### config.mk
export PLATFORM = sky130hd
export DESIGN_NAME = dnms_queue
export DESIGN_NICKNAME = d
export VERILOG_FILES = /design/src/rtl/dnms_pkg.sv /design/src/rtl/dnms_queue.sv
export SDC_FILE = /design/constraint.sdc
export NUM_CORES = 1
export LEC_CHECK = 0
export BUFFER_PORTS_ARGS = -buffer_cell sky130_fd_sc_hd__buf_2
export CORE_AREA = 8 8 154 156
export CTS_CLUSTER_SIZE = 10
export DETAILED_ROUTE_END_ITERATION = 12
export DIE_AREA = 0 0 162 164
export PLACE_DENSITY = 0.72
export SYNTH_ARGS = -nofsm -noshare
export SYNTH_HDL_FRONTEND = slang
export SYNTH_SLANG_ARGS = --single-unit
### constraint.sdc
create_clock -name clk -period 4.2 [get_ports clk]
set_input_delay 0.21 -clock clk [delete_from_list [all_inputs] [get_ports clk]]
set_output_delay 0.21 -clock clk [all_outputs]
set_load 0.1 [all_outputs]
### src/rtl/dnms_pkg.sv
`timescale 1ns / 1ps
// Shared constants, codes and types of the directional non-max suppression block.
package dnms_pkg;

    localparam int SAMPLE_W    = 16;
    localparam int DIR_W       = 3;
    localparam int COL_W       = 10;
    localparam int ROW_W       = 12;
    localparam int LINE_DEPTH  = 1024;
    localparam int ROW_LIMIT   = 4096;
    localparam int LEN_CFG_W   = 11;
    localparam int ROWS_CFG_W  = 13;
    localparam int CFG_IDX_W   = 1;
    localparam int CFG_DATA_W  = 13;
    localparam int S_TDATA_W   = 24;
    localparam int M_TDATA_W   = 40;
    localparam int QUEUE_DEPTH = 4;
    localparam int QPTR_W      = 2;

    localparam logic [CFG_IDX_W-1:0] REG_ROW_LENGTH = 1'd0;
    localparam logic [CFG_IDX_W-1:0] REG_ROW_TOTAL  = 1'd1;

    localparam logic [DIR_W-1:0] DIR_VERT = 3'd1;
    localparam logic [DIR_W-1:0] DIR_ANTI = 3'd2;
    localparam logic [DIR_W-1:0] DIR_HORZ = 3'd3;
    localparam logic [DIR_W-1:0] DIR_DIAG = 3'd4;

    typedef struct packed {
        logic [SAMPLE_W-1:0] center;
        logic [SAMPLE_W-1:0] nbr_a;
        logic [SAMPLE_W-1:0] nbr_b;
        logic                check;
        logic [COL_W-1:0]    col;
        logic [ROW_W-1:0]    row;
    } qent_t;

endpackage

### src/rtl/dnms_queue.sv
`timescale 1ns / 1ps
// Short register queue between front end and decision stage.
module dnms_queue (
    input  logic            clk,
    input  logic            rst_n,
    input  logic            push,
    input  dnms_pkg::qent_t wdata,
    output logic            full,
    input  logic            pop,
    output logic            nempty,
    output dnms_pkg::qent_t rdata
);
    import dnms_pkg::*;

    qent_t             entry_reg [QUEUE_DEPTH];
    logic [QPTR_W-1:0] wr_ptr_reg, rd_ptr_reg;
    logic [QPTR_W:0]   count_reg;

    assign full   = (count_reg == (QPTR_W + 1)'(QUEUE_DEPTH));
    assign nempty = (count_reg != '0);
    assign rdata  = entry_reg[rd_ptr_reg];

    always_ff @(posedge clk or negedge rst_n)
    begin
        if (!rst_n)
        begin
            wr_ptr_reg <= '0;
            rd_ptr_reg <= '0;
            count_reg  <= '0;
        end
        else
        begin
            if (push)
                wr_ptr_reg <= wr_ptr_reg + 1'b1;
            if (pop)
                rd_ptr_reg <= rd_ptr_reg + 1'b1;
            if (push && !pop)
                count_reg <= count_reg + 1'b1;
            else if (pop && !push)
                count_reg <= count_reg - 1'b1;
        end
    end

    always_ff @(posedge clk)
    begin
        if (push)
        begin
            entry_reg[wr_ptr_reg] <= wdata;
        end
    end

endmodule

==> results.toml, run 1 <==
[die]
die_area_mm2 = 0.02657
die_h_um = 164
die_x_um = 162
start_util_pct = 50.18
ios = 148
core.rowCount = 54
core_area_mm2 = 0.02135

[critical_path]
r2r_end = "entry_reg[1][25]"
end_kind = "output port"
critPathLaunchType = "register"
worst_ep_arrival_time_ns = 2.70
critPathKind = "reg2out"
crit_fanout = 39
reg2reg_depth = 3
r2r-start = "wr_ptr_reg[1]"
rrSetupSlack_ns = 2.21
cp-endpoint = "rdata[27]"
critPathRequiredTime_ns = 3.99
crit_start = "rd_ptr_reg[0]"

[synthesis]
synth_adder_area_share_pct = 0.7708
syn_area_mm2 = 0.01071
synth.area.top_cells = "edfxtp_1 80%, mux4_2 15%, dfrtp_1 1.6%, buf_12 1.3%, ha_1 0.58%"
synth-seq-area-share_pct = 81.23
ys_types = 19
yosys-top-cells-count = "284 x edfxtp_1, 70 x mux4_2, 8 x buf_2"
async_reset_ff_share_pct = 2.405
syn_inst = 405
post_synth_xor_area_fraction_pct = 0.4905
synthesis.nets = 486
synth_edf_count = 284
synth_seq_cells = 291
synth_top_area_share_pct = 79.60
synth_top_family_by_area = "multiplexers"
netlist.top_cell.by_area = "edfxtp_1"
ys.flop_type = "edfxtp_1"
synth.most_common_cell = "edfxtp_1"
synthMuxAreaShare_pct = 15.06
synth_compound_area_share_pct = 0.04671
yosys.area_share.simple_pct = 0.4671
yosys_warnings = 0
synth_area_per_cell_um2 = 26.45

[detailed_routing]
drc = 0
wl_um = 19650
vias_per_cell = 5.300
avgRoutedWirePerCell_um = 20.95
drt_first_pass_iters = 4
dr_total_vias = 4971
first_iter_violations = 278
antenna_left = 0

[placed_design]
io_buffers = 147
dp.cells = 817
gp_congestion = 0.6663

[timing]
maxSlewViolCount = 0
period_share_pct = 69.31
holdWs_ns = 0.05879
hold_violations = 0
min_period_ns = 2.911
rsz0062_at_grt = "no"
fin_skew_ns = 0.006206
fin_tns_setup_ns = 0
clock.fmax_ghz = 0.3435
relSlewSlack_pct = 26.83
tightestPinTransition_ns = 1.097
setup_violations = 0

[cts]
worstSkewPairLatency_ns = 0.47
path_clk_slew_ns = 0.05
postCtsSetupRepairBufs = 0
cts_sinks = 291
cts_max_path_buffers = 3
htreeDepth = 2
cts_buffers = 35
clock-root-buffer = "clkbuf_16"
cts_tree = "built"

[final_layout]
finish.utilization_pct = 62.62
instances_no_fill = 938
regArea_mm2 = 0.008711
areaGrowthSynthToFinish_pct = 24.79
fill_cells = 1466
nets = 728
multi_input_area_mm2 = 0.001814
post_route_cells_drive_above_1_share_pct = 40.18
largest_reg_flops = 284

[hold_path]
hp-class = "in2reg"

[global_routing]
grt_use_total_pct = 14.99
grt_max_degree = 73
grt_pass1_wl_um = 30790
antenna_found_initial = 1
overflow = 0
grt_pass1_vias = 5589

[flow_run]
maxCapViolations = 0

[outcome]
outcome = "finished, final reports clean"
-- metrics by stage --
step / area, µm² / worst slack, ns
finish: 13370 / 1.289
global route: 13370 / 1.101
CTS: 13370 / 1.180
detailed placement: 11650 / 1.694
global placement: 11650 / 1.705
floorplan: 10710 / 1.343
-- worst min-delay path by stage --
stage	endpoint	from	slack [ns]	depth (start not counted)
4_1_cts	wr_ptr_reg[0]	push	0.03	2
2_1_floorplan	count_reg[0]	rst_n	-0.09	0
3_3_place_gp	count_reg[2]	rst_n	0.05	1
3_5_place_dp	count_reg[1]	rst_n	0.06	1
6_report	wr_ptr_reg[0]	push	0.06	2
5_1_grt	wr_ptr_reg[0]	push	0.05	2
-- routing by layer --
layer	global-route usage, %	share of wire [%]
met3	3.409	5.6
met4	5.177	1.9
met2	26.36	52
met1	18.00	40
met5	0	0
-- logic make-up after synthesis --
kind of cell / Yosys count
buffers and inverters: 20
and+or+nand+nor: 9
DFF: 291
AOI/OAI and AO/OA: 1
adders and majority gates: 6
muxes: 72
xor gates and xnor gates: 6
-- timing repair --
item	4_1_cts	5_1_grt
hold buffers	73	0
endpoints found under the hold margin	292	0
gates resized for setup	0	0
-- worst max-delay path, cell delays in order, from the launching register on --
cell     delay (ns)
dfrtp_4        0.95
buf_12         0.37
mux4_2         0.57
buf_2          0.31
-- layout by cell type (no fill, tap or decap), drive strengths merged --
cell         synthesis  final
and2                 4      4
buf                 16    148
bufinv               0      1
clkbuf               0     45
clkinv               0      1
dfrtp                7      7
diode                0      1
dlygate4sd3          0     73
edfxtp             284    284
fa                   1      1
ha                   5      5
inv                  4      4
mux2                 1      1
mux4                71     71
nand2                2      2
nor2                 1      1
nor3b                1      1
o21ai                1      1
or3                  1      1
xnor2                2      2
xor2                 4      4
-- cell type report --
type	count	area share, %
sequential	291	65.15
multi-input combinational	94	13.57
timing repair buffer	221	11.12
clock buffer	45	7.150
tap	280	2.620
clock inverter	2	0.2620
inverter	4	0.1123
antenna	1	0.01872
Power of run 1 is not shown: default switching activity piles up to over one toggle a cycle in this logic, so the estimate is an artifact.
==> run 2, diff against run 1 <==
- clock period: 4.2 -> 3 ns (I/O delays scaled with it)
==> run 2 against run 1 <==
Compared with the run above:
- sequential cell count did not move
- cell area rose by 0.96%
- clock skew rose by 0.0072 ns
- first-iteration DRC count fell by 5.8%
- worst hold slack got worse by 0.029 ns
- register-to-register slack got worse by 1.1 ns
==> results.toml, run 2 (synthesized netlist as in run 1, its figures left out) <==
[flow_run]
maxCapViolations = 0

[global_routing]
antenna_found_initial = 1
overflow = 0
grt_use_total_pct = 16.33
grt_pass1_wl_um = 33190
grt_pass1_vias = 5747
grt_max_degree = 42

[timing]
relSlewSlack_pct = 59.49
period_share_pct = 88.48
setup_violations = 0
clock.fmax_ghz = 0.3767
min_period_ns = 2.654
fin_skew_ns = 0.01339
hold_violations = 0
maxSlewViolCount = 0
rsz0062_at_grt = "no"
fin_tns_setup_ns = 0
tightestPinTransition_ns = 0.6076

[die]
start_util_pct = 50.18
die_x_um = 162
core_area_mm2 = 0.02135
core.rowCount = 54
die_h_um = 164
ios = 148
die_area_mm2 = 0.02657

[detailed_routing]
antenna_left = 0
dr_total_vias = 5101
drc = 0
drt_first_pass_iters = 4
vias_per_cell = 5.330
wl_um = 21010
avgRoutedWirePerCell_um = 21.95
first_iter_violations = 262

[cts]
cts_sinks = 291
clock-root-buffer = "clkbuf_16"
cts_buffers = 35
cts_tree = "built"
cts_max_path_buffers = 3
cts_resized = 0
postCtsSetupRepairBufs = 0
worstSkewPairLatency_ns = 0.49
path_clk_slew_ns = 0.05
postCtsHoldBufs = 74
htreeDepth = 2

[critical_path]
critPathKind = "reg2out"
critPathRequiredTime_ns = 2.85
cp_slowest_cell = "dfrtp_4"
cpLargestDelayFamily = "flip-flops"
crit_chain = "buf_12 -> mux4_2 -> buf_2"
path_buf_inv = 2
crit_fanout = 37
end_kind = "output port"
critPathMaxStageDelay_ns = 0.74
worst_ep_arrival_time_ns = 2.50
critPathLaunchType = "register"

[final_layout]
regArea_mm2 = 0.008711
final_cell_mix = "284 x edfxtp_1, 147 x buf_2, 74 x dlygate4sd3_1"
instances_no_fill = 957
layout_commonest_cell = "edfxtp_1"
areaGrowthSynthToFinish_pct = 26.00
largest_reg_flops = 284
post_route_cells_drive_above_1_share_pct = 40.83
nets = 742
fill_cells = 1484
multi_input_area_mm2 = 0.001814

[placed_design]
gp_congestion = 0.6858
dp_hpwl_um = 12750
io_buffers = 147
dp.cells = 830

[outcome]
outcome = "finished, final reports clean"

[hold_path]
hp-class = "in2async"
-- run 2: metrics by stage --
step / setup WS, ns / hold slack (ns) / cell area [µm²] / util, %
3_3_place_gp: 0.7957 / -0.002681 / 11770 / 55.12
3_5_place_dp: 0.7872 / 0.002685 / 11770 / 55.12
2_1_floorplan: 0.2028 / -0.1456 / 10710 / -
4_1_cts: 0.2588 / 0.01191 / 13500 / 63.21
5_1_grt: 0.1914 / 0.02202 / 13500 / 63.23
6_report: 0.3456 / 0.03027 / 13500 / 63.23
-- run 2: worst paths after layout --
path                          startpoint               end  slack (ns)  cells past startpoint
max                        rd_ptr_reg[0]         rdata[22]        0.35                      3
min                                rst_n     wr_ptr_reg[0]        0.03                      2
max reg2reg                wr_ptr_reg[0]  entry_reg[2][27]        1.08                      4
min reg2reg                 count_reg[2]      count_reg[2]        0.51                      1
max in group asynchronous          rst_n     rd_ptr_reg[0]        2.78                      2
min in group clk               wdata[62]  entry_reg[2][62]        0.41                      2
-- run 2: cell type report --
cell class	count	area share [%]
Multi-Input combinational cell	94	13.44
Clock inverter	1	0.06488
Sequential cell	291	64.53
Antenna cell	1	0.01854
Inverter	4	0.1112
Clock buffer	51	7.248
Tap cell	280	2.595
Timing Repair Buffer	235	11.99
-- run 2: per-layer routing --
metal  part of all wire [%]  up-vias  track usage (%)
li1                       -     2246                -
met1                     40     2640            20.00
met2                     52      174            28.20
met3                    5.6       41            3.709
met4                    2.4        0            5.808
met5                      0        -                0
Power of run 2 is left out for the same reason.
