### config.mk
export PLATFORM = sky130hd
export DESIGN_NAME = dnms_back
export DESIGN_NICKNAME = d
export VERILOG_FILES = /design/src/rtl/dnms_pkg.sv /design/src/rtl/dnms_back.sv
export SDC_FILE = /design/constraint.sdc
export NUM_CORES = 1
export LEC_CHECK = 0
export BUFFER_PORTS_ARGS = -buffer_cell sky130_fd_sc_hd__clkbuf_2
export CELL_PAD_IN_SITES_DETAIL_PLACEMENT = 1
export CELL_PAD_IN_SITES_GLOBAL_PLACEMENT = 1
export CORE_MARGIN = 2
export CORE_UTILIZATION = 26
export CTS_CLUSTER_DIAMETER = 50
export DETAILED_ROUTE_END_ITERATION = 16
export PLACE_DENSITY = 0.72
export SYNTH_ARGS = -nofsm -noshare
export SYNTH_HDL_FRONTEND = slang
export SYNTH_SLANG_ARGS = --single-unit
### constraint.sdc
create_clock -name clk -period 1.7 [get_ports clk]
set_input_delay 0.255 -clock clk [delete_from_list [all_inputs] [get_ports clk]]
set_output_delay 0.255 -clock clk [all_outputs]
set_load 0.01 [all_outputs]
### src/rtl/dnms_pkg.sv
`timescale 1ns / 1ps
// Shared constants, codes and types of the directional non-max suppression block.
package dnms_pkg;

    localparam int SAMPLE_W    = 16;
    localparam int DIR_W       = 3;
    localparam int COL_W       = 10;
    localparam int ROW_W       = 12;
    localparam int LINE_DEPTH  = 1024;
    localparam int ROW_LIMIT   = 4096;
    localparam int LEN_CFG_W   = 11;
    localparam int ROWS_CFG_W  = 13;
    localparam int CFG_IDX_W   = 1;
    localparam int CFG_DATA_W  = 13;
    localparam int S_TDATA_W   = 24;
    localparam int M_TDATA_W   = 40;
    localparam int QUEUE_DEPTH = 4;
    localparam int QPTR_W      = 2;

    localparam logic [CFG_IDX_W-1:0] REG_ROW_LENGTH = 1'd0;
    localparam logic [CFG_IDX_W-1:0] REG_ROW_TOTAL  = 1'd1;

    localparam logic [DIR_W-1:0] DIR_VERT = 3'd1;
    localparam logic [DIR_W-1:0] DIR_ANTI = 3'd2;
    localparam logic [DIR_W-1:0] DIR_HORZ = 3'd3;
    localparam logic [DIR_W-1:0] DIR_DIAG = 3'd4;

    typedef struct packed {
        logic [SAMPLE_W-1:0] center;
        logic [SAMPLE_W-1:0] nbr_a;
        logic [SAMPLE_W-1:0] nbr_b;
        logic                check;
        logic [COL_W-1:0]    col;
        logic [ROW_W-1:0]    row;
    } qent_t;

endpackage

### src/rtl/dnms_back.sv
`timescale 1ns / 1ps
// Decision stage: peak test across the direction and output register.
module dnms_back (
    input  logic                           clk,
    input  logic                           rst_n,
    input  logic                           q_nempty,
    input  dnms_pkg::qent_t                q_rdata,
    output logic                           q_pop,
    output logic                           m_tvalid,
    input  logic                           m_tready,
    output logic [dnms_pkg::M_TDATA_W-1:0] m_tdata
);
    import dnms_pkg::*;

    logic                out_valid_reg;
    logic [SAMPLE_W-1:0] out_kept_reg;
    logic [COL_W-1:0]    out_col_reg;
    logic [ROW_W-1:0]    out_row_reg;
    logic                peak;

    // at least both neighbors, strictly above one of them
    assign peak = (q_rdata.center >= q_rdata.nbr_a) && (q_rdata.center >= q_rdata.nbr_b)
                  && ((q_rdata.center > q_rdata.nbr_a) || (q_rdata.center > q_rdata.nbr_b));

    assign q_pop = q_nempty && (!out_valid_reg || m_tready);

    always_ff @(posedge clk or negedge rst_n)
    begin
        if (!rst_n)
            out_valid_reg <= 1'b0;
        else if (q_pop)
            out_valid_reg <= 1'b1;
        else if (m_tready)
            out_valid_reg <= 1'b0;
    end

    always_ff @(posedge clk)
    begin
        if (q_pop)
        begin
            out_kept_reg <= (q_rdata.check && peak) ? q_rdata.center : '0;
            out_col_reg  <= q_rdata.col;
            out_row_reg  <= q_rdata.row;
        end
    end

    assign m_tvalid = out_valid_reg;
    assign m_tdata  = {{(M_TDATA_W - SAMPLE_W - COL_W - ROW_W){1'b0}},
                       out_row_reg, out_col_reg, out_kept_reg};

endmodule

==> impl_metrics.py, run 1 <==
metrics = {
    "global_routing": {
        "grt_antenna_before_repair": 0,
        "grt_util_met1_pct": 15.4,
        "grt_pass1_vias": 2018,
        "grt_max_degree": 32,
        "met2_usage_pct": 22.9,
        "grt.busiest_layer": "met2",
        "grt_pass1_wl_mm": 9.60,
        "grt_overflow": 0,
        "grt_usage_pct": 12.6,
        "use_met3_pct": 1.88,
    },
    "power_and_ir_drop": {
        "cellPowerDensity_mw_per_mm2": 728,
        "irDropWorstVdd_mv": 0.305,
        "switching_power_w": 0.000624,
        "total_power_w": 0.00249,
        "switching_share_pct": 25.0,
        "p_comb_share_pct": 22.9,
        "pwr-share-seq_pct": 45.3,
        "internal_power_w": 0.00187,
        "leakagePower_nw": 1.64,
        "p_clk_share_pct": 31.9,
    },
    "floorplanning": {
        "die_width_um": 96.9,
        "die_area_mm2": 0.00938,
        "coreArea_mm2": 0.00830,
        "die_h_um": 96.9,
        "rows": 33,
        "ios": 117,
        "initial_core_util_pct": 27.0,
    },
    "timing": {
        "fin_tns_setup_ns": -1.12,
        "min_period_over_period_pct": 105,
        "final-setup-viol-count": 16,
        "whs_ns": 0.138,
        "hold_viol_final": 0,
        "rsz0062_at_grt": "true",
        "slew_violations": 0,
        "fmax_mhz": 558,
        "skew_ns": 0.00466,
        "setup_ws_ns": -0.0908,
        "layout_min_cycle_time_ns": 1.79,
    },
    "setup_path": {
        "path_buf_inv": 3,
        "crit_family": "compound AO/OA/AOI/OAI gates",
        "crit_path_max_incr_delay_ns": 0.39,
        "cp_data_required_time_ns": 1.74,
        "cpMostUsedCell": "buf_6",
        "cp_max_fo": 8,
        "cp_cell_sequence": "buf_6, buf_6, ha_4, a21oi_2, o21ai_1, a221o_1, a211oi_4, clkbuf_16, nor3b_2",
        "end_kind": "register",
        "worst_setup_path_start_kind": "input pin",
        "crit_arrival_ns": 1.83,
        "critPathKind": "in -> reg",
        "cp_slowest_cell": "a221o_1",
    },
    "flow_run": {
        "cap_viol_max_count": 0,
    },
    "clocking": {
        "cts_buffers": 5,
        "cts_tree": "built",
        "clk_path_buf_depth": 2,
        "clk_latency_ns": 0.28,
        "root_buffer": "clkbuf_8",
        "cts_sinks": 39,
        "clk_pin_slew_ns": 0.08,
        "cts_htree_levels": 2,
    },
    "synthesis": {
        "netlist_instances": 181,
        "synth_edf_count": 38,
        "yosys_register_bits": 39,
        "async_flop_share_pct": 2.56,
        "synth-seq-area-share_pct": 52.0,
        "ys_warn_count": 0,
        "synth_ff_type": "edfxtp_1",
        "ys_types": 28,
        "avgSynthCellArea_um2": 12.4,
        "syn-cell-area_mm2": 0.00224,
    },
    "detailed_routing": {
        "drt-wirelength-per-cell_um": 14.0,
        "vias": 1893,
        "drtIter0Drc": 59,
        "wirelength_mm": 6.01,
        "via_per_inst": 4.42,
        "drt_first_pass_iters": 4,
        "ant_nets": 0,
        "drc_errors": 0,
    },
    "finish": {
        "largest_register_ffs": 16,
        "layout.nets": 429,
        "fin_util_pct": 41.3,
        "drive_above_1_share_pct": 55.1,
        "area_growth_pct": 52.8,
        "num_antenna_cells": 0,
    },
    "status": {
        "violations": "negative setup slack",
        "status": "complete, but fails checks",
    },
    "placed_design": {
        "port_buffers": 114,
        "dpl.hpwl_mm": 5.03,
        "gp_congestion": 0.824,
        "pre_cts_ws_ns": -0.596,
    },
    "worst_hold_path": {
        "hp-class": "in -> reg",
    },
}
cells by family (layout without fill, tap and decap cells):
logic type / count (synthesis) / count (layout) / share of synthesized area (%)
other cells: 1 / 2 / 0.167
fa+ha+maj: 32 / 32 / 17.9
compound gates: 27 / 27 / 7.87
simple gates: 45 / 45 / 14.9
flops: 39 / 39 / 52.0
buf+inv: 37 / 178 / 7.20
cells in the mapped netlist (2+ instances only):
library cell  number  share of area, %
buf_4              2              0.67
ha_1              32                18
inv_1             33               5.5
edfxtp_1          38                51
o21a_1             2              0.67
nor3b_2            9               5.0
nand2b_1           6               1.7
o21ai_0            4              0.89
a21oi_1           13               2.9
nor3b_1            6               2.0
nor2_1             5              0.84
buf_6              2               1.0
nor4_2             2               1.1
o21ai_1            2              0.45
nand2_1            8               1.3
nand4_1            5               1.4
worst register-to-register path, cell delays in order (launching register included):
cell,delay (ns)
dfrtp_1,0.38
nand2b_1,0.09
and2_2,0.31
buf_12,0.25
cells in the final DEF (no fill, tap or decap), types with 2 or more instances in the layout:
cell        n
buf_6       5
ha_4        7
clkbuf_8    6
clkbuf_2  112
nor3b_2     9
o21ai_1     3
a21oi_2     2
buf_12      3
conb_1      2
inv_4       3
nand2_1     8
nor3b_4     2
edfxtp_1   38
buf_4      15
a21oi_1    11
nand2b_1    6
o21ai_0     3
nand4_1     5
inv_1      27
inv_2       3
nor2_1      5
ha_1       25
nor3b_1     4
o21a_1      2
path summary, 6_finish.rpt:
check / depth (start not counted) / slack, ns / to / start
worst max-delay path: 9 / -0.09 / out_kept_reg[11]$_SDFFCE_PN0P_ / q_rdata[66]
worst min-delay path: 1 / 0.14 / out_row_reg[8]$_DFFE_PP_ / q_rdata[8]
worst max register to register: 3 / 0.35 / out_col_reg[2]$_DFFE_PP_ / m_tvalid$_DFFE_PN0P_
worst min register to register: 2 / 0.52 / m_tvalid$_DFFE_PN0P_ / m_tvalid$_DFFE_PN0P_
max in group asynchronous: 2 / 1.34 / m_tvalid$_DFFE_PN0P_ / rst_n
min in group asynchronous: 2 / 0.28 / m_tvalid$_DFFE_PN0P_ / rst_n
through the flow:
step	instances	cell area, um2
detailed placement	416	3170
global placement	416	3170
CTS	426	3330
floorplan	182	2340
global route	428	3430
finish	428	3430
power groups by stage:
| stage | clock network [W] | registers (W) | logic [W] |
|---|---|---|---|
| floorplan | 0 | 0.00118 | 0.000240 |
| global placement | 0 | 0.00115 | 0.000504 |
| detailed placement | 0 | 0.00115 | 0.000528 |
| CTS | 0.000826 | 0.00113 | 0.000546 |
| global route | 0.000854 | 0.00113 | 0.000635 |
| finish | 0.000794 | 0.00113 | 0.000570 |
layout make-up:
class | count | area, um2
fillers | 950 | 4870
flip-flops and latches | 39 | 1170
multi-input cells | 106 | 1050
repair buffers | 137 | 825
inverters | 33 | 131
well taps | 105 | 131
clock buffers | 6 | 82.6
clock inverters | 2 | 35.0
timing repair:
action                     CTS  global route
hold endpoints to repair     1             0
pin swaps                    2            14
buffers inserted             1             1
cloned                       0             1
setup endpoints to repair   16            16
gates resized for setup      1            17
hold buffers                 1             0
metal layers:
layer / vias to the layer above / share of wire [%]
li1: 923 / -
met1: 891 / 42
met2: 72 / 52
met3: 7 / 4.5
met4: 0 / 1.3
met5: - / 0
(Power assumes the default switching activity.)
==> run 2, diff against run 1 <==
--- a/config.mk
+++ b/config.mk
@@ -8,6 +8,7 @@
 export BUFFER_PORTS_ARGS = -buffer_cell sky130_fd_sc_hd__clkbuf_2
 export CELL_PAD_IN_SITES_DETAIL_PLACEMENT = 1
 export CELL_PAD_IN_SITES_GLOBAL_PLACEMENT = 1
+export CORE_ASPECT_RATIO = 0.7
 export CORE_MARGIN = 2
 export CORE_UTILIZATION = 26
 export CTS_CLUSTER_DIAMETER = 50
==> run 2 against run 1 <==
  * The run still ends with negative setup slack left
  * Largest cell class unchanged
  * Worst hold slack better by 0.012 ns
  * Highest routed layer unchanged
  * First-iteration DRC count down 10%
  * Clock skew down 0.0024 ns
  * Critical path depth down 1
  * Clock power up 13%
  * Die area up 0.12%
  * Critical endpoint is now out_kept_reg[4]$_SDFFCE_PN0P_
  * Sequential cell count unchanged
  * Fmax up 4.0%
  * Power up 4.9%
==> impl_metrics.py, run 2 (synthesis gave the netlist of run 1 again) <==
metrics = {
    "status": {
        "status": "complete, but fails checks",
        "violations": "negative setup slack",
    },
    "clocking": {
        "cts_sinks": 39,
        "clk_path_buf_depth": 2,
        "clk_latency_ns": 0.28,
        "cts_tree": "built",
        "root_buffer": "clkbuf_16",
        "clk_pin_slew_ns": 0.06,
        "cts_htree_levels": 2,
        "cts_buffers": 5,
    },
    "placed_design": {
        "dpl.hpwl_mm": 5.29,
        "numPlacedInstances": 411,
        "gp_congestion": 0.760,
        "place_area_mm2": 0.00312,
        "port_buffers": 114,
    },
    "timing": {
        "min_period_over_period_pct": 101,
        "rsz0062_at_grt": "true",
        "hold_viol_final": 0,
        "skew_ns": 0.00226,
        "fmax_mhz": 581,
        "layout_min_cycle_time_ns": 1.72,
        "slew_violations": 0,
        "setup_ws_ns": -0.0211,
        "final-setup-viol-count": 15,
    },
    "global_routing": {
        "grt_overflow": 0,
        "grt.busiest_layer": "met2",
        "grt_antenna_before_repair": 0,
        "grt_usage_pct": 13.8,
        "grt_max_degree": 18,
        "grt_util_met1_pct": 17.2,
        "use_met3_pct": 3.76,
        "grt_pass1_vias": 1929,
        "met2_usage_pct": 23.4,
        "grt_pass1_wl_mm": 9.70,
    },
    "floorplanning": {
        "initial_core_util_pct": 26.7,
        "die_area_mm2": 0.00939,
        "ios": 117,
        "coreArea_mm2": 0.00841,
        "die_width_um": 115,
        "die_h_um": 81.7,
        "rows": 28,
    },
    "finish": {
        "mostFrequentLayoutCells": "105 x clkbuf_2, 38 x edfxtp_1, 27 x inv_1",
        "final_common_cell": "clkbuf_2",
        "area_growth_pct": 55.9,
        "num_antenna_cells": 0,
        "multi_input_area_mm2": 0.00114,
        "final_cell_area_mm2": 0.00349,
        "register_area_mm2": 0.00117,
        "final_cells": 422,
        "largest_register_ffs": 16,
        "layout.nets": 423,
        "drive_above_1_share_pct": 56.8,
        "num-fill-cells": 936,
    },
    "detailed_routing": {
        "drt_first_pass_iters": 4,
        "via_per_inst": 4.41,
        "wirelength_mm": 6.36,
        "ant_nets": 0,
        "vias": 1860,
        "drtIter0Drc": 53,
        "drt-wirelength-per-cell_um": 15.1,
        "drc_errors": 0,
    },
    "power_and_ir_drop": {
        "internal_power_w": 0.00194,
        "leakagePower_nw": 1.61,
        "p_comb_share_pct": 22.3,
        "p_clk_share_pct": 34.4,
        "irDropWorstVdd_mv": 0.288,
        "pwr-share-seq_pct": 43.3,
        "switching_power_w": 0.000673,
        "switching_share_pct": 25.8,
        "cellPowerDensity_mw_per_mm2": 748,
    },
    "flow_run": {
        "cap_viol_max_count": 0,
    },
    "setup_path": {
        "cp_max_fo": 8,
        "cp_data_required_time_ns": 1.73,
        "r2r_cells": 3,
        "end_kind": "register",
        "crit_arrival_ns": 1.75,
        "critPathKind": "in -> reg",
        "worst_setup_path_start_kind": "input pin",
    },
    "worst_hold_path": {
        "hp-class": "in -> reg",
        "worstHoldPathCells": 1,
    },
}
-- run 2: cell types whose count changed in the layout (fill, tap and decap cells not counted), sizes merged --
| cell | previous run | this run |
|---|---|---|
| clkbuf | 119 | 112 |
| buf | 23 | 24 |
| clkinvlp | 0 | 1 |
| bufinv | 1 | 0 |
-- run 2: cell type report --
class                   count  share of cell area (%)
flip-flops and latches     39                    33.4
multi-input cells         106                    32.5
repair buffers            131                    22.6
inverters                  33                    3.76
well taps                 105                    3.76
clock buffers               6                    3.69
clock inverters             2                   0.358
-- run 2: worst paths after layout --
path                                           start                            end  slack (ns)
max in group asynchronous                      rst_n           m_tvalid$_DFFE_PN0P_        1.33
worst max register to register  m_tvalid$_DFFE_PN0P_  out_kept_reg[8]$_SDFFCE_PN0P_        0.36
min in group asynchronous                      rst_n           m_tvalid$_DFFE_PN0P_        0.28
worst min register to register  m_tvalid$_DFFE_PN0P_           m_tvalid$_DFFE_PN0P_        0.51
worst max-delay path                     q_rdata[64]  out_kept_reg[4]$_SDFFCE_PN0P_       -0.02
worst min-delay path                      q_rdata[0]       out_row_reg[0]$_DFFE_PP_        0.15
-- run 2: metrics by stage --
| stage | setup TNS, ns | setup WS (ns) | hold slack [ns] | utilization [%] | power (W) |
|---|---|---|---|---|---|
| after floorplan | -1.54 | -0.155 | -0.0406 | - | 0.00142 |
| after global placement | -9.73 | -0.611 | 0.0313 | 37.2 | 0.00165 |
| after detailed placement | -10.51 | -0.674 | 0.0350 | 37.2 | 0.00167 |
| after CTS | -0.669 | -0.0496 | 0.143 | 40.1 | 0.00261 |
| after global routing | -1.46 | -0.104 | 0.139 | 41.6 | 0.00276 |
| final | -0.225 | -0.0211 | 0.150 | 41.6 | 0.00261 |
-- run 2: what timing repair did --
| action | in CTS | in global routing |
|---|---|---|
| resized for setup | 12 | 31 |
| pin swaps | 6 | 12 |
| setup endpoints to repair | 16 | 16 |
| hold endpoints to repair | 1 | 0 |
| buffers inserted | 2 | 0 |
| hold buffers | 1 | 0 |
-- run 2: critical path, cell delays in order --
cell	delay, ns
clkbuf_8	0.13
ha_4	0.24
a21oi_2	0.13
o21ai_1	0.07
a221o_1	0.40
a211oi_4	0.27
buf_6	0.19
nor3b_1	0.06
-- run 2: routing by layer --
layer / share of wire (%) / vias to the layer above
met1: 45 / 858
met5: 0 / -
met4: 0.99 / 0
li1: - / 914
met2: 45 / 83
met3: 8.5 / 5
-- run 2: power groups by stage --
stage / sequential, W / combinational [W] / clock [W]
after floorplan: 0.00118 / 0.000240 / 0
after global placement: 0.00115 / 0.000500 / 0
after detailed placement: 0.00115 / 0.000516 / 0
after CTS: 0.00113 / 0.000553 / 0.000927
after global routing: 0.00114 / 0.000658 / 0.000965
final: 0.00113 / 0.000583 / 0.000899
==> run 3, diff against run 2 <==
--- a/config.mk
+++ b/config.mk
@@ -7,13 +7,13 @@
 export LEC_CHECK = 0
 export BUFFER_PORTS_ARGS = -buffer_cell sky130_fd_sc_hd__clkbuf_2
 export CELL_PAD_IN_SITES_DETAIL_PLACEMENT = 1
-export CELL_PAD_IN_SITES_GLOBAL_PLACEMENT = 1
+export CELL_PAD_IN_SITES_GLOBAL_PLACEMENT = 2
 export CORE_ASPECT_RATIO = 0.7
 export CORE_MARGIN = 2
-export CORE_UTILIZATION = 26
+export CORE_UTILIZATION = 24
 export CTS_CLUSTER_DIAMETER = 50
 export DETAILED_ROUTE_END_ITERATION = 16
-export PLACE_DENSITY = 0.72
+export PLACE_DENSITY = 0.81
 export SYNTH_ARGS = -nofsm -noshare
 export SYNTH_HDL_FRONTEND = slang
 export SYNTH_SLANG_ARGS = --single-unit
==> run 3 against run 2 <==
  * The flow still finishes with violations (negative setup slack)
  * Power up 8.4%
  * Sequential share of layout area down 2.1 points
  * Sequential power about the same
  * First-iteration DRC count up 5.7%
  * Count of clock-buffer cells in the layout unchanged
  * Non-clock buffer count up 3
  * Critical path depth unchanged
  * Die area up 8.0%
  * Via count down 0.11%
  * Critical path type unchanged
  * Critical endpoint is now out_kept_reg[3]$_SDFFCE_PN0P_
==> impl_metrics.py, run 3 (synthesis gave the netlist of run 1 again) <==
metrics = {
    "setup_path": {
        "cp_data_required_time_ns": 1.82,
        "critPathKind": "in -> reg",
        "r2r-start": "m_tvalid$_DFFE_PN0P_",
        "crit_start": "q_rdata[64]",
        "worst_setup_path_start_kind": "input pin",
        "worstSetupEndpoint": "out_kept_reg[3]$_SDFFCE_PN0P_",
        "cp_max_fo": 8,
        "crit_arrival_ns": 1.83,
        "r2r_slack_ns": 0.32,
        "end_kind": "register",
        "r2r_cells": 3,
        "r2r-end": "out_row_reg[5]$_DFFE_PP_",
    },
    "timing": {
        "layout_min_cycle_time_ns": 1.70,
        "setup_ws_ns": -0.00388,
        "skew_ns": 0.00227,
        "final-setup-viol-count": 1,
        "rsz0062_at_grt": "true",
        "fmax_mhz": 587,
        "hold_viol_final": 0,
        "slew_violations": 0,
        "min_period_over_period_pct": 100,
    },
    "power_and_ir_drop": {
        "irDropWorstVdd_mv": 0.402,
        "total_power_w": 0.00284,
        "leakagePower_nw": 1.67,
        "cellPowerDensity_mw_per_mm2": 760,
    },
    "finish": {
        "final_cells": 444,
        "layout.nets": 426,
        "register_area_mm2": 0.00117,
        "multi_input_area_mm2": 0.00123,
        "area_growth_pct": 66.5,
        "drive_above_1_share_pct": 61.9,
        "final_cell_area_mm2": 0.00373,
        "mostFrequentLayoutCells": "98 x clkbuf_2, 38 x edfxtp_1, 21 x inv_1",
        "final_common_cell": "clkbuf_2",
        "num-fill-cells": 1010,
        "largest_register_ffs": 16,
        "num_antenna_cells": 0,
    },
    "clocking": {
        "root_buffer": "clkbuf_16",
        "cts_sinks": 39,
        "clk_latency_ns": 0.28,
        "cts_htree_levels": 2,
        "cts_tree": "built",
        "clk_pin_slew_ns": 0.06,
        "clk_path_buf_depth": 2,
        "cts_buffers": 5,
    },
    "placed_design": {
        "numPlacedInstances": 432,
        "pre_cts_ws_ns": -0.614,
        "port_buffers": 114,
        "dpl.hpwl_mm": 5.53,
        "place_area_mm2": 0.00316,
        "gp_congestion": 0.758,
    },
    "detailed_routing": {
        "ant_nets": 0,
        "drt-wirelength-per-cell_um": 15.2,
        "vias": 1858,
        "wirelength_mm": 6.73,
        "via_per_inst": 4.18,
        "drt_first_pass_iters": 4,
        "drc_errors": 0,
        "drtIter0Drc": 56,
    },
    "floorplanning": {
        "rows": 29,
        "die_width_um": 120,
        "die_area_mm2": 0.0101,
        "die_h_um": 84.9,
        "ios": 117,
        "initial_core_util_pct": 24.7,
        "coreArea_mm2": 0.00907,
    },
    "worst_hold_path": {
        "hp-class": "in -> reg",
        "worstHoldPathCells": 1,
    },
    "global_routing": {
        "grt_usage_pct": 12.9,
        "grt_pass1_vias": 2001,
        "grt.busiest_layer": "met2",
        "met2_usage_pct": 21.1,
        "grt_antenna_before_repair": 0,
        "grt_util_met1_pct": 16.3,
        "grt_overflow": 0,
        "use_met3_pct": 4.70,
        "grt_pass1_wl_mm": 10.0,
        "grt_max_degree": 18,
    },
    "flow_run": {
        "cap_viol_max_count": 0,
    },
    "status": {
        "status": "complete, but fails checks",
        "violations": "negative setup slack",
    },
}
-- run 3: cell types whose count changed in the layout (fill, tap and decap cells not counted), moves of 3 or more --
cell      delta
buf_6        +3
clkbuf_2     -7
clkbuf_8     +5
ha_1         -6
ha_4         +6
inv_1        -6
inv_2        +6
nor3b_2      +3
-- run 3: cell type report --
class                   count  share of cell area, %
clock buffers               6                   3.72
clock inverters             2                  0.939
inverters                  33                   3.52
multi-input cells         106                   32.9
flip-flops and latches     39                   31.2
well taps                 124                   4.16
repair buffers            134                   23.6
-- run 3: layer usage --
| layer | routed length (um) | part of all wire, % |
|---|---|---|
| met5 | 0 | 0 |
| met4 | 56 | 0.83 |
| met3 | 597 | 8.9 |
| met1 | 3010 | 45 |
| met2 | 3070 | 46 |
-- run 3: worst min-delay path by stage --
stage | to | slack, ns | startpoint
after floorplan | m_tvalid$_DFFE_PN0P_ | -0.04 | rst_n
after detailed placement | m_tvalid$_DFFE_PN0P_ | 0.03 | rst_n
after CTS | out_row_reg[8]$_DFFE_PP_ | 0.15 | q_rdata[8]
after global placement | m_tvalid$_DFFE_PN0P_ | 0.03 | rst_n
after global routing | out_col_reg[0]$_DFFE_PP_ | 0.14 | q_rdata[12]
final | out_row_reg[8]$_DFFE_PP_ | 0.15 | q_rdata[8]
-- run 3: stage by stage --
step | util, % | TNS (ns) | hold slack [ns]
after global placement | 34.9 | -8.83 | 0.0321
final | 41.1 | -0.00388 | 0.152
after global routing | 41.1 | -0.940 | 0.143
after detailed placement | 34.9 | -9.52 | 0.0330
after CTS | 38.4 | -0.427 | 0.146
after floorplan | - | -1.54 | -0.0406
-- run 3: what timing repair did --
item,4_1_cts,5_1_grt
cloned,0,0
hold buffers,1,0
buffers inserted,2,2
endpoints found under the hold margin,1,0
endpoints found under the setup margin,16,16
pin swaps,25,21
gates resized for setup,24,43
-- run 3: critical path, cell delays in order --
cell,delay (ns)
buf_12,0.11
ha_4,0.26
nand4_1,0.19
nor4_4,0.37
o21a_1,0.21
o31ai_4,0.09
buf_6,0.16
nor3b_2,0.18
-- run 3: power breakdown --
part	switching [W]	internal, W
combinational	0.000317	0.000311
clock	0.000344	0.000729
sequential	0.0000170	0.00112
total	0.000678	0.00216
